--- config.mk ---
export PLATFORM = sky130hd
export DESIGN_NAME = skt_ctrl
export DESIGN_NICKNAME = d
export VERILOG_FILES = /design/src/rtl/core/skt_pkg.sv /design/src/rtl/core/skt_ctrl.sv
export SDC_FILE = /design/constraint.sdc
export NUM_CORES = 1
export LEC_CHECK = 0
export BUFFER_PORTS_ARGS = -buffer_cell sky130_fd_sc_hd__buf_2
export CORE_MARGIN = 1.5
export CORE_UTILIZATION = 43
export CTS_CLUSTER_DIAMETER = 60
export DETAILED_ROUTE_END_ITERATION = 12
export PLACE_DENSITY = 0.79
export SYNTH_ARGS = -nofsm -noshare
export SYNTH_HDL_FRONTEND = slang
export SYNTH_SLANG_ARGS = --single-unit
--- constraint.sdc ---
create_clock -name clk -period 1.85 [get_ports clk]
set_input_delay 0.185 -clock clk [delete_from_list [all_inputs] [get_ports clk]]
set_output_delay 0.185 -clock clk [all_outputs]
set_load 0.1 [all_outputs]
--- src/rtl/core/skt_pkg.sv ---
// ----------------------------------------------------------------------------
// skt_pkg: shared types and constants for the sorted keyed table
// Holds the table size, the record layout, the action and status codes and
// the command and status bundles between the controller and the datapath.
// ----------------------------------------------------------------------------
`default_nettype none

package skt_pkg;

  // Table size and the widths derived from it.
  localparam int CAPACITY = 64;
  localparam int IDX_W    = (CAPACITY > 1) ? $clog2(CAPACITY) : 1;
  localparam int CNT_W    = $clog2(CAPACITY + 1);

  // Operation codes carried by an input transaction.
  typedef enum logic [1:0] {
    ACT_INSERT = 2'd0,
    ACT_DELETE = 2'd1,
    ACT_DUMP   = 2'd2
  } action_t;

  // Status codes carried by an output transaction.
  typedef enum logic [1:0] {
    STAT_OK       = 2'd0,
    STAT_NOTFOUND = 2'd1,
    STAT_FULL     = 2'd2,
    STAT_EMPTY    = 2'd3
  } status_t;

  // One stored record.
  typedef struct packed {
    logic signed [31:0] key;
    logic signed [31:0] node;
    logic [63:0]        name_w0;
    logic [63:0]        name_w1;
    logic [63:0]        name_w2;
    logic [47:0]        name_w3;
  } rec_t;

  // Controller states.
  typedef enum logic [3:0] {
    ST_IDLE,
    ST_DECODE,
    ST_INS_READ,
    ST_INS_STEP,
    ST_INS_LAST,
    ST_DEL_READ,
    ST_DEL_STEP,
    ST_DMP_READ,
    ST_DMP_EMIT,
    ST_RESULT
  } state_t;

  // Pointer update.
  typedef enum logic [2:0] {
    PTR_HOLD,
    PTR_TOP,
    PTR_ZERO,
    PTR_INC,
    PTR_DEC
  } ptr_op_t;

  // Read address choice relative to the pointer.
  typedef enum logic [1:0] {
    RD_PTR,
    RD_UP,
    RD_DOWN
  } rd_sel_t;

  // Write address and data choice.
  typedef enum logic [1:0] {
    WR_NEW_BASE,
    WR_NEW_ABOVE,
    WR_OLD_ABOVE,
    WR_OLD_BELOW
  } wr_sel_t;

  // Entry count update.
  typedef enum logic [1:0] {
    CNT_HOLD,
    CNT_INC,
    CNT_DEC
  } cnt_op_t;

  // Commands from the controller to the datapath.
  typedef struct packed {
    logic    load;
    logic    rd_en;
    rd_sel_t rd_sel;
    logic    wr_en;
    wr_sel_t wr_sel;
    ptr_op_t ptr_op;
    logic    found_clr;
    logic    found_set;
    cnt_op_t cnt_op;
    logic    out_load_rec;
    logic    out_load_status;
    logic    out_last;
    status_t status;
  } cmd_t;

  // Status from the datapath to the controller.
  typedef struct packed {
    logic [1:0] action;
    logic       cnt_zero;
    logic       cnt_full;
    logic       ptr_zero;
    logic       ptr_last;
    logic       key_gt;
    logic       key_eq;
    logic       found;
    logic       out_free;
  } sts_t;

endpackage

`default_nettype wire

--- src/rtl/core/skt_ctrl.sv ---
// ----------------------------------------------------------------------------
// skt_ctrl: controller of the sorted keyed table
// Sequences insert, delete and dump over the record memory and decides the
// status of each result.
// ----------------------------------------------------------------------------
`default_nettype none

module skt_ctrl (
  input  wire logic           clk,
  input  wire logic           rst,
  input  wire logic           in_valid,
  output logic                in_stall,
  input  wire skt_pkg::sts_t  sts,
  output skt_pkg::cmd_t       cmd
);

  import skt_pkg::*;

  state_t  state;
  state_t  state_next;
  status_t res_code;
  status_t res_code_next;

  // State and result code registers.
  always_ff @(posedge clk) begin
    if (rst) begin
      state    <= ST_IDLE;
      res_code <= STAT_OK;
    end else begin
      state    <= state_next;
      res_code <= res_code_next;
    end
  end

  // Next state and commands.
  always_comb begin
    state_next    = state;
    res_code_next = res_code;
    in_stall      = 1'b1;
    cmd           = '0;
    cmd.rd_sel    = RD_PTR;
    cmd.wr_sel    = WR_NEW_BASE;
    cmd.ptr_op    = PTR_HOLD;
    cmd.cnt_op    = CNT_HOLD;
    cmd.status    = res_code;

    unique case (state)
      ST_IDLE: begin
        in_stall = 1'b0;
        if (in_valid) begin
          cmd.load   = 1'b1;
          state_next = ST_DECODE;
        end
      end

      // Pick the operation from the latched request.
      ST_DECODE: begin
        unique case (sts.action)
          ACT_INSERT: begin
            if (sts.cnt_full) begin
              res_code_next = STAT_FULL;
              state_next    = ST_RESULT;
            end else if (sts.cnt_zero) begin
              state_next = ST_INS_LAST;
            end else begin
              cmd.ptr_op = PTR_TOP;
              state_next = ST_INS_READ;
            end
          end
          ACT_DELETE: begin
            if (sts.cnt_zero) begin
              res_code_next = STAT_EMPTY;
              state_next    = ST_RESULT;
            end else begin
              cmd.ptr_op    = PTR_ZERO;
              cmd.found_clr = 1'b1;
              state_next    = ST_DEL_READ;
            end
          end
          ACT_DUMP: begin
            if (sts.cnt_zero) begin
              res_code_next = STAT_EMPTY;
              state_next    = ST_RESULT;
            end else begin
              cmd.ptr_op = PTR_ZERO;
              state_next = ST_DMP_READ;
            end
          end
          default: begin
            state_next = ST_IDLE;
          end
        endcase
      end

      // Insert: walk down from the top, moving each record not below the new key up.
      ST_INS_READ: begin
        cmd.rd_en  = 1'b1;
        state_next = ST_INS_STEP;
      end

      ST_INS_STEP: begin
        cmd.wr_en = 1'b1;
        if (sts.key_gt) begin
          cmd.wr_sel    = WR_NEW_ABOVE;
          cmd.cnt_op    = CNT_INC;
          res_code_next = STAT_OK;
          state_next    = ST_RESULT;
        end else begin
          cmd.wr_sel = WR_OLD_ABOVE;
          if (sts.ptr_zero) begin
            state_next = ST_INS_LAST;
          end else begin
            cmd.rd_en  = 1'b1;
            cmd.rd_sel = RD_DOWN;
            cmd.ptr_op = PTR_DEC;
          end
        end
      end

      ST_INS_LAST: begin
        cmd.wr_en     = 1'b1;
        cmd.wr_sel    = WR_NEW_BASE;
        cmd.cnt_op    = CNT_INC;
        res_code_next = STAT_OK;
        state_next    = ST_RESULT;
      end

      // Delete: walk up, and after the first match move each record down.
      ST_DEL_READ: begin
        cmd.rd_en  = 1'b1;
        state_next = ST_DEL_STEP;
      end

      ST_DEL_STEP: begin
        if (sts.found) begin
          cmd.wr_en  = 1'b1;
          cmd.wr_sel = WR_OLD_BELOW;
        end else if (sts.key_eq) begin
          cmd.found_set = 1'b1;
        end
        if (sts.ptr_last) begin
          if (sts.found || sts.key_eq) begin
            cmd.cnt_op    = CNT_DEC;
            res_code_next = STAT_OK;
          end else begin
            res_code_next = STAT_NOTFOUND;
          end
          state_next = ST_RESULT;
        end else begin
          cmd.rd_en  = 1'b1;
          cmd.rd_sel = RD_UP;
          cmd.ptr_op = PTR_INC;
        end
      end

      // Dump: one record per accepted output transaction.
      ST_DMP_READ: begin
        cmd.rd_en  = 1'b1;
        state_next = ST_DMP_EMIT;
      end

      ST_DMP_EMIT: begin
        if (sts.out_free) begin
          cmd.out_load_rec = 1'b1;
          cmd.out_last     = sts.ptr_last;
          if (sts.ptr_last) begin
            state_next = ST_IDLE;
          end else begin
            cmd.rd_en  = 1'b1;
            cmd.rd_sel = RD_UP;
            cmd.ptr_op = PTR_INC;
          end
        end
      end

      // Single status result for insert and delete and the empty cases.
      ST_RESULT: begin
        if (sts.out_free) begin
          cmd.out_load_status = 1'b1;
          state_next          = ST_IDLE;
        end
      end

      default: begin
        state_next = ST_IDLE;
      end
    endcase
  end

endmodule

`default_nettype wire
==> flow_metrics.tcl, run 1 <==
set metrics [dict create \
    dp.final_hpwl_um 2320 \
    synth_seq_cells 6 \
    synthFlopType "dfxtp_1" \
    grt_antenna_before_repair 0 \
    seq_area_frac_synth_pct 14.41 \
    synth_edf_count 0 \
    cts_buffer_depth 2 \
    worst_path_end_type "primary output" \
    yosysWarnings 0 \
    cts_sinks 6 \
    cts_buffers 3 \
    die_h_um 47.02 \
    grt-worst-endpoint "cmd[17]" \
    haltStage "global routing (5_1_grt)" \
    portBuffers 32 \
    synth_cells 117 \
    initial_core_util_pct 47.23 \
    die_x_um 47.02 \
    holdBufCountCts 0 \
    h-tree-depth 1 \
    grt_max_degree 14 \
    globalplace.congestion 0.7982 \
    synth_area_per_cell_um2 7.122 \
    cts-root-buf "clkbuf_4" \
    synth_fp_nets 135 \
    syn_area_um2 833.3 \
    boundaryPins 33 \
    synth_cell_type_count 47 \
    error "[ERROR DPL-0033] detailed placement checks failed during check placement." \
    status "did not finish" \
    core.rowCount 15 \
    async_flop_share_pct 0 \
]
-- per-stage QoR --
step / setup slack [ns] / instances / hold slack, ns / instance area (µm²) / TNS (ns)
4_1_cts: -0.06493 / 194 / 0.2113 / 1635 / -0.2287
3_3_place_gp: 0.03403 / 179 / 0.4455 / 1488 / 0
3_5_place_dp: -0.02729 / 179 / 0.4556 / 1488 / -0.02729
2_1_floorplan: -0.4734 / 117 / 0.2544 / 1011 / -2.288
-- synth_stat cells, drive strengths merged, types with 3 or more instances --
| library cell | instances | share of area, % |
|---|---|---|
| a21oi | 6 | 3.6 |
| nor3 | 6 | 3.6 |
| o21ai | 5 | 3.0 |
| nand2b | 7 | 5.3 |
| nor2 | 12 | 5.4 |
| a211oi | 3 | 2.7 |
| clkbuf | 5 | 2.3 |
| nor3b | 4 | 3.6 |
| dfxtp | 6 | 14 |
| nand2 | 7 | 3.2 |
| inv | 9 | 4.1 |
| and2 | 3 | 2.3 |
| nand3b | 3 | 2.7 |
| ha | 5 | 7.5 |
-- cell families after synthesis --
family | synth area share [%]
buffers and inverters | 7.806
AOI/OAI and AO/OA | 29.88
muxes | 2.402
and+or+nand+nor | 37.99
adders and majority gates | 7.508
DFF | 14.41
-- timing repair --
item | in CTS
gates resized for setup | 12
setup endpoints to repair | 7
pin swaps | 8
buffers inserted | 12
==> run 2, diff against run 1 <==
Settings changed: CORE_AREA from default to 2 2 63 65, CORE_MARGIN 1.5 to default, CORE_UTILIZATION 43 to default, CTS_CLUSTER_DIAMETER 60 to default, DIE_AREA from default to 0 0 65 67, PLACE_DENSITY 0.79 to default, PLACE_DENSITY_LB_ADDON from default to 0.15.
==> flow_metrics.tcl, run 2 <==
set metrics [dict create \
    stdcell_count 213 \
    finalWorstSetupSlack_ns -0.03675 \
    grt_antenna_before_repair 0 \
    cts_buffer_depth 2 \
    grt.total_usage_pct 13.21 \
    hold_violations 0 \
    synth_area_per_cell_um2 7.122 \
    fmax_mhz 530.0 \
    final_cell_mix "18 x buf_12, 15 x buf_2, 15 x buf_4" \
    dp_cells 203 \
    drcViolationCount 0 \
    slowest_stage "dfxtp_4" \
    diodes 0 \
    skew_ns 0.001941 \
    globalplace.congestion 0.8834 \
    holdBufCountCts 0 \
    initial_core_util_pct 23.11 \
    slew_headroom_pct 67.66 \
    end_kind "output pin" \
    finalSetupViolations 2 \
    finalCritPeriodShare_pct 102.0 \
    crit_type "flip-flop to output pin" \
    area_growth_syn_to_layout_pct 99.70 \
    dr_total_vias 1057 \
    top_register "state" \
    ys_top_cells_by_count "12 x nor2_1, 8 x inv_1, 7 x nand2_1, 7 x nand2b_1" \
    boundaryPins 33 \
    cp_max_fo 6 \
    period_needed_ns 1.887 \
    synth_cells 117 \
    violations "setup timing" \
    startpoint_type "flip-flop" \
    worst_pin_slew_ns 0.4885 \
    synth_edf_count 0 \
    power_density_nw_per_um2 1120 \
    async_flop_share_pct 0 \
    critical_path_buf_inv_count 3 \
    grt_max_degree 12 \
    ant_nets 0 \
    first_iter_violations 40 \
    path_cells "buf_6 -> nor3b_4 -> nand2_2 -> a211oi_4 -> buf_4 -> buf_12" \
    dp.final_hpwl_um 2263 \
    synth_cell_type_count 47 \
    synth.area.top_cells "dfxtp_1 14%, ha_1 7.5%, nor2_1 5.4%" \
    synth_top_area_cell "dfxtp_1" \
    hold_ws_ns 0.2353 \
    largest_reg_flops 4 \
    final_common_cell "buf_12" \
    seq_area_frac_synth_pct 14.41 \
    nets 185 \
    synth_fp_nets 135 \
    power.leakage_nw 0.6565 \
    layout-drive-gt1-share_pct 51.52 \
    vdd_drop_max_uv 498.0 \
    cts_tree "done" \
    die_x_um 65 \
    grt_pass1_vias 1024 \
    wl_um 2726 \
    reg2reg_depth 5 \
    cts_buffers 3 \
    whs_endpoint "state[1]$_SDFFE_PP0P_" \
    crit_family "buffers and inverters" \
    yosysWarnings 0 \
    synth_seq_cells 6 \
    hp-start "rst" \
    hold_class "input port to flip-flop" \
    grt_pass1_wl_um 4533 \
    critical_path_arrival_ns 1.70 \
    synthFlopType "dfxtp_1" \
    h-tree-depth 1 \
    status "complete, but fails checks" \
    drt_pass1_iterations 4 \
    place_ws_ns -0.01664 \
    largestRegisters "state (4), res_code (2)" \
    cts_sinks 6 \
    wl_per_cell_um 12.80 \
    synth_top_area_share_pct 14.41 \
    core.rowCount 22 \
    max_stage_delay_ns 0.37 \
    grt.overflow.total 0 \
    whs_path_depth 2 \
    maxCapViolCount 0 \
    portBuffers 32 \
    ff2ff_setup_slack_ns 0.03 \
    die-area_um2 4355 \
    clk_latency_ns 0.22 \
    clkTransAtPathRegs_ns 0.04 \
    report.final.slew_viol_count 0 \
    total_power_mw 1.864 \
    r2r-end "res_code[0]$_SDFFE_PP0P_" \
    yosysMostFrequentCell "nor2_1" \
    syn_area_um2 833.3 \
    regToRegStartpoint "state[2]$_SDFFE_PP0P_" \
    rsz0062_at_grt "true" \
    die_h_um 67 \
    core_area_um2 3606 \
    cts-root-buf "clkbuf_8" \
    via_per_inst 4.962 \
    cp_data_required_time_ns 1.66 \
]
## run 2: cell counts after synthesis
Identical to the previous run, type by type.
## run 2: power breakdown
| part | internal (mW) | switching (mW) | total [mW] |
|---|---|---|---|
| sequential | 0.175 | 0.0635 | 0.238 |
| clock | 0.140 | 0.0551 | 0.195 |
| combinational | 0.546 | 0.885 | 1.43 |
## run 2: logic make-up (layout without fill, tap and decap cells)
logic type	after synthesis	in the layout	synth area share, %
and+or+nand+nor	55	55	37.99
AOI/OAI and AO/OA	32	32	29.88
buffers and inverters	17	65	7.806
DFF	6	6	14.41
adders and majority gates	5	5	7.508
muxes	2	2	2.402
## run 2: final cells by class
| cell class | count | area, µm² |
|---|---|---|
| inverter | 10 | 37.54 |
| multi-input combinational | 94 | 802.0 |
| timing repair buffer | 52 | 593.1 |
| tap | 48 | 60.06 |
| fill | 345 | 1942 |
| sequential | 6 | 130.1 |
| clock buffer | 3 | 41.29 |
## run 2: worst max-delay path by stage
stage,start,to,slack (ns),depth (start not counted)
after floorplan,state[2]$_SDFFE_PP0P_,cmd[17],-0.47,5
after global placement,sts[8],res_code[0]$_SDFFE_PP0P_,0.02,6
after detailed placement,sts[8],res_code[0]$_SDFFE_PP0P_,-0.02,6
after CTS,state[2]$_SDFFE_PP0P_,cmd[15],-0.06,6
after global routing,state[2]$_SDFFE_PP0P_,cmd[15],-0.12,6
final,state[2]$_SDFFE_PP0P_,cmd[15],-0.04,6
## run 2: routing by layer
metal	up-vias	track usage [%]	wire (µm)
met1	487	16.11	1223
met2	39	24.23	1333
li1	526	-	-
met4	0	4.521	30
met5	-	0	0
met3	5	1.014	139
## run 2: stage by stage
stage / setup TNS (ns) / instance area (µm²) / utilization (%)
floorplan: -2.288 / 1011 / -
global placement: 0 / 1536 / 42.61
detailed placement: -0.01664 / 1536 / 42.61
CTS: -0.1266 / 1642 / 45.52
global route: -0.5494 / 1664 / 46.15
finish: -0.04763 / 1664 / 46.15
## run 2: what timing repair did
action                                 CTS  global route
endpoints found under the hold margin    0             0
setup endpoints to repair                6             9
gates resized for setup                 10             2
buffers inserted                         5             2
pin swaps                                7             6
Power figures use the tool's default switching activity.
==> run 3, diff against run 2 <==
Settings changed: PLACE_DENSITY_LB_ADDON 0.15 to default.
Clock period 1.85 ns to 2.35 ns, I/O delays scaled along.
==> flow_metrics.tcl, run 3 (synthesis results as in run 2) <==
set metrics [dict create \
    drcViolationCount 0 \
    ant_nets 0 \
    nFillCells 394 \
    grt_pass1_vias 852 \
    grt_antenna_before_repair 0 \
    critical_path_arrival_ns 1.95 \
    final_common_cell "buf_2" \
    cts-root-buf "clkbuf_8" \
    p_clk_share_pct 12.7 \
    intPower_uw 498.6 \
    area_growth_syn_to_layout_pct 53.60 \
    boundaryPins 33 \
    cts_sinks 6 \
    largest_reg_flops 4 \
    largestRegisters "state (4), res_code (2)" \
    clkTransAtPathRegs_ns 0.04 \
    slew_headroom_pct 65.87 \
    portBuffers 32 \
    via_per_inst 4.852 \
    multi_input_area_um2 745.7 \
    clk_latency_ns 0.23 \
    grt_max_degree 22 \
    h-tree-depth 1 \
    cts_tree "done" \
    dp.final_hpwl_um 1909 \
    die_x_um 65 \
    end_kind "output pin" \
    core.rowCount 22 \
    nets 168 \
    hp-start "rst" \
    vdd_drop_max_uv 318.8 \
    grtUsageMet3_pct 1.351 \
    sw_frac_of_total_pct 59.53 \
    cts_buffer_depth 2 \
    seqPwrFrac_pct 16.7 \
    diodes 0 \
    crit_type "flip-flop to output pin" \
    core_area_um2 3606 \
    initial_core_util_pct 23.11 \
    first_iter_violations 27 \
    worst_pin_slew_ns 0.5112 \
    grt.overflow.total 0 \
    finalSetupViolations 0 \
    hold_ws_ns 0.2815 \
    final_cell_mix "26 x buf_2, 10 x nor2_1, 8 x inv_1" \
    cp_data_required_time_ns 2.12 \
    use_met1_pct 16.45 \
    grt_pass1_wl_um 3953 \
    globalplace.congestion 0.7948 \
    hold_class "input port to flip-flop" \
    drt_pass1_iterations 4 \
    power.leakage_nw 0.5232 \
    final_util_pct 35.50 \
    grt.met2_usage_pct 17.14 \
    ff2ff_setup_slack_ns 0.45 \
    hold_violations 0 \
    grt.total_usage_pct 11.47 \
    cts_buffers 3 \
    top_register "state" \
    finalCritPeriodShare_pct 93.18 \
    dr_total_vias 951 \
    wl_per_cell_um 12.21 \
    startpoint_type "flip-flop" \
    die-area_um2 4355 \
    worstSetupStartpoint "state[1]$_SDFFE_PP0P_" \
    p_sw_uw 733.5 \
    fmax_mhz 456.7 \
    skew_ns 0.001343 \
    cp_max_fo 14 \
    rsz0062_at_grt "false" \
    regToRegStartpoint "state[0]$_SDFFE_PP0P_" \
    period_needed_ns 2.190 \
    seq_area_um2 122.6 \
    status "finished clean" \
    die_h_um 67 \
    tns_ns 0 \
    wl_um 2393 \
    top_usage_layer "met2" \
    maxCapViolCount 0 \
    power_density_nw_per_um2 962.7 \
    layout-drive-gt1-share_pct 40.54 \
    report.final.slew_viol_count 0 \
    power_frac_comb_pct 70.5 \
]
[run 3: cell types whose count changed in the layout (fill, tap and decap cells not counted), moves of 4 or more]
cell	before	now
buf_12	18	6
buf_2	15	26
buf_4	15	3
buf_6	4	0
[run 3: power groups by stage]
stage	Combinational (mW)	Sequential, mW	Clock (mW)
floorplan	0.668	0.227	0
global placement	0.871	0.204	0
detailed placement	0.871	0.204	0
CTS	0.873	0.203	0.161
global route	0.915	0.213	0.166
finish	0.869	0.206	0.157
[run 3: through the flow]
stage | instance area, µm² | cells | worst slack (ns) | power, mW
2_1_floorplan | 938.4 | 117 | -0.1896 | 0.8949
5_1_grt | 1280 | 196 | 0.01095 | 1.294
6_report | 1280 | 196 | 0.1602 | 1.232
3_3_place_gp | 1236 | 193 | 0.3039 | 1.075
3_5_place_dp | 1236 | 193 | 0.2815 | 1.075
4_1_cts | 1277 | 196 | 0.02669 | 1.236
[run 3: final timing paths]
| check | endpoint | depth (start not counted) |
|---|---|---|
| min reg2reg | res_code[0]$_SDFFE_PP0P_ | 2 |
| min | state[1]$_SDFFE_PP0P_ | 2 |
| max reg2reg | res_code[0]$_SDFFE_PP0P_ | 4 |
| max | cmd[5] | 5 |
[run 3: area by class of cell]
cell class | count | share of cell area [%]
clock buffers | 3 | 3.226
inverters | 10 | 2.933
multi-input cells | 94 | 58.26
flip-flops and latches | 6 | 9.580
well taps | 48 | 4.692
repair buffers | 35 | 21.31
[run 3: timing repair]
action	CTS	global route
gates resized for setup	0	2
endpoints found under the setup margin	0	6
hold buffers	0	0
setup buffers	0	0
[run 3: worst max-delay path, stage by stage, from the launching register on]
cell and delay (ns):
dfxtp_1 0.63, buf_4 0.22, nand2_1 0.07, o32a_1 0.31, nor2_2 0.07, buf_2 0.42
[run 3: routing by layer]
metal,up-vias,part of all wire [%]
li1,488,-
met1,430,47
met2,28,45
met3,5,5.8
met4,0,2.1
met5,-,0
==> run 4, diff against run 3 <==
Settings changed: MAX_ROUTING_LAYER from default to met4.
==> flow_metrics.tcl, run 4 (synthesis results as in run 2) <==
set metrics [dict create \
    status "finished clean" \
    globalplace.congestion 0.8061 \
    final_common_cell "buf_2" \
    critical_path_arrival_ns 1.96 \
    first_iter_violations 30 \
    cts_sinks 6 \
    report.final.slew_viol_count 0 \
    intPower_uw 498.6 \
    largestRegisters "state (4), res_code (2)" \
    finalSetupViolations 0 \
    core_area_um2 3606 \
    dp.final_hpwl_um 1909 \
    core.rowCount 22 \
    dr_total_vias 952 \
    vdd_drop_max_uv 318.8 \
    die_x_um 65 \
    wl_per_cell_um 12.19 \
    period_needed_ns 2.194 \
    cts-root-buf "clkbuf_8" \
    grt_pass1_vias 851 \
    wl_um 2389 \
    die_h_um 67 \
    diodes 0 \
    cts_buffer_depth 2 \
    top_register "state" \
    via_per_inst 4.857 \
    nets 168 \
    cts_buffers 3 \
    drcViolationCount 0 \
    grt_pass1_wl_um 3953 \
    maxCapViolCount 0 \
    finalWorstSetupSlack_ns 0.1562 \
    p_sw_uw 733.3 \
    finalCritPeriodShare_pct 93.35 \
    final_cell_mix "26 x buf_2, 10 x nor2_1, 8 x inv_1" \
    startpoint_type "flip-flop" \
    power_frac_comb_pct 70.5 \
    hold_ws_ns 0.2816 \
    holdBufCountCts 0 \
    hold_class "input port to flip-flop" \
    sw_frac_of_total_pct 59.52 \
    grt_max_degree 22 \
    h-tree-depth 1 \
    worst_pin_slew_ns 0.5162 \
    place_ws_ns 0.2815 \
    fmax_mhz 455.8 \
    end_kind "output pin" \
    seqPwrFrac_pct 16.7 \
    skew_ns 0.001343 \
    grt.total_usage_pct 11.77 \
    power.leakage_nw 0.5232 \
    final_util_pct 35.50 \
    cp_max_fo 14 \
    cp_data_required_time_ns 2.12 \
    hold_violations 0 \
    layout-drive-gt1-share_pct 40.54 \
    stdcell_count 196 \
    clkTransAtPathRegs_ns 0.04 \
    cts_tree "done" \
    ant_nets 0 \
    power_density_nw_per_um2 962.5 \
    p_clk_share_pct 12.7 \
    die-area_um2 4355 \
    largest_reg_flops 4 \
    boundaryPins 33 \
    clk_latency_ns 0.23 \
    crit_type "flip-flop to output pin" \
    drt_pass1_iterations 4 \
    rsz0062_at_grt "false" \
    portBuffers 32 \
    slew_headroom_pct 65.54 \
    grt.overflow.total 0 \
    dp_cells 193 \
    initial_core_util_pct 23.11 \
    grt_antenna_before_repair 0 \
    area_growth_syn_to_layout_pct 53.60 \
]
run 4: layout make-up:
class | count | area (µm²)
clock buffers | 3 | 41.29
fillers | 394 | 2326
inverters | 10 | 37.54
multi-input cells | 94 | 745.7
flip-flops and latches | 6 | 122.6
well taps | 48 | 60.06
repair buffers | 35 | 272.8
run 4: routing by layer:
layer / GRT usage (%) / up-vias / wire, µm
met4: 4.787 / 0 / 51
met3: 1.351 / 5 / 138
met5: - / - / 0
met1: 16.45 / 431 / 1137
met2: 17.14 / 28 / 1062
li1: - / 488 / -
run 4: final timing paths:
| kind | endpoint | slack (ns) | start | cells past startpoint |
|---|---|---|---|---|
| worst min-delay path | state[1]$_SDFFE_PP0P_ | 0.28 | rst | 2 |
| worst max-delay path | cmd[5] | 0.16 | state[1]$_SDFFE_PP0P_ | 5 |
| worst max register to register | res_code[0]$_SDFFE_PP0P_ | 0.45 | state[0]$_SDFFE_PP0P_ | 4 |
| worst min register to register | res_code[0]$_SDFFE_PP0P_ | 0.48 | res_code[0]$_SDFFE_PP0P_ | 2 |
run 4: metrics by stage:
stage / area [µm²] / setup TNS [ns] / total power, mW
after global routing: 1280 / 0 / 1.294
after detailed placement: 1236 / 0 / 1.075
final: 1280 / 0 / 1.232
after floorplan: 938.4 / -0.1936 / 0.8949
after CTS: 1277 / 0 / 1.236
after global placement: 1236 / 0 / 1.075
run 4: what timing repair did:
item | CTS | global route
resized for setup | 0 | 2
endpoints found under the setup margin | 0 | 6
setup buffers | 0 | 0
run 4: worst max-delay path, stage by stage, from the launching register on:
cell and delay, ns:
dfxtp_1 0.63, buf_4 0.23, nand2_1 0.07, o32a_1 0.31
nor2_2 0.07, buf_2 0.42
run 4: power by group through the flow:
| stage | sequential [mW] | combinational (mW) | clock, mW |
|---|---|---|---|
| after floorplan | 0.227 | 0.668 | 0 |
| after global placement | 0.204 | 0.871 | 0 |
| after detailed placement | 0.204 | 0.871 | 0 |
| after CTS | 0.203 | 0.873 | 0.161 |
| after global routing | 0.213 | 0.915 | 0.166 |
| final | 0.206 | 0.869 | 0.157 |
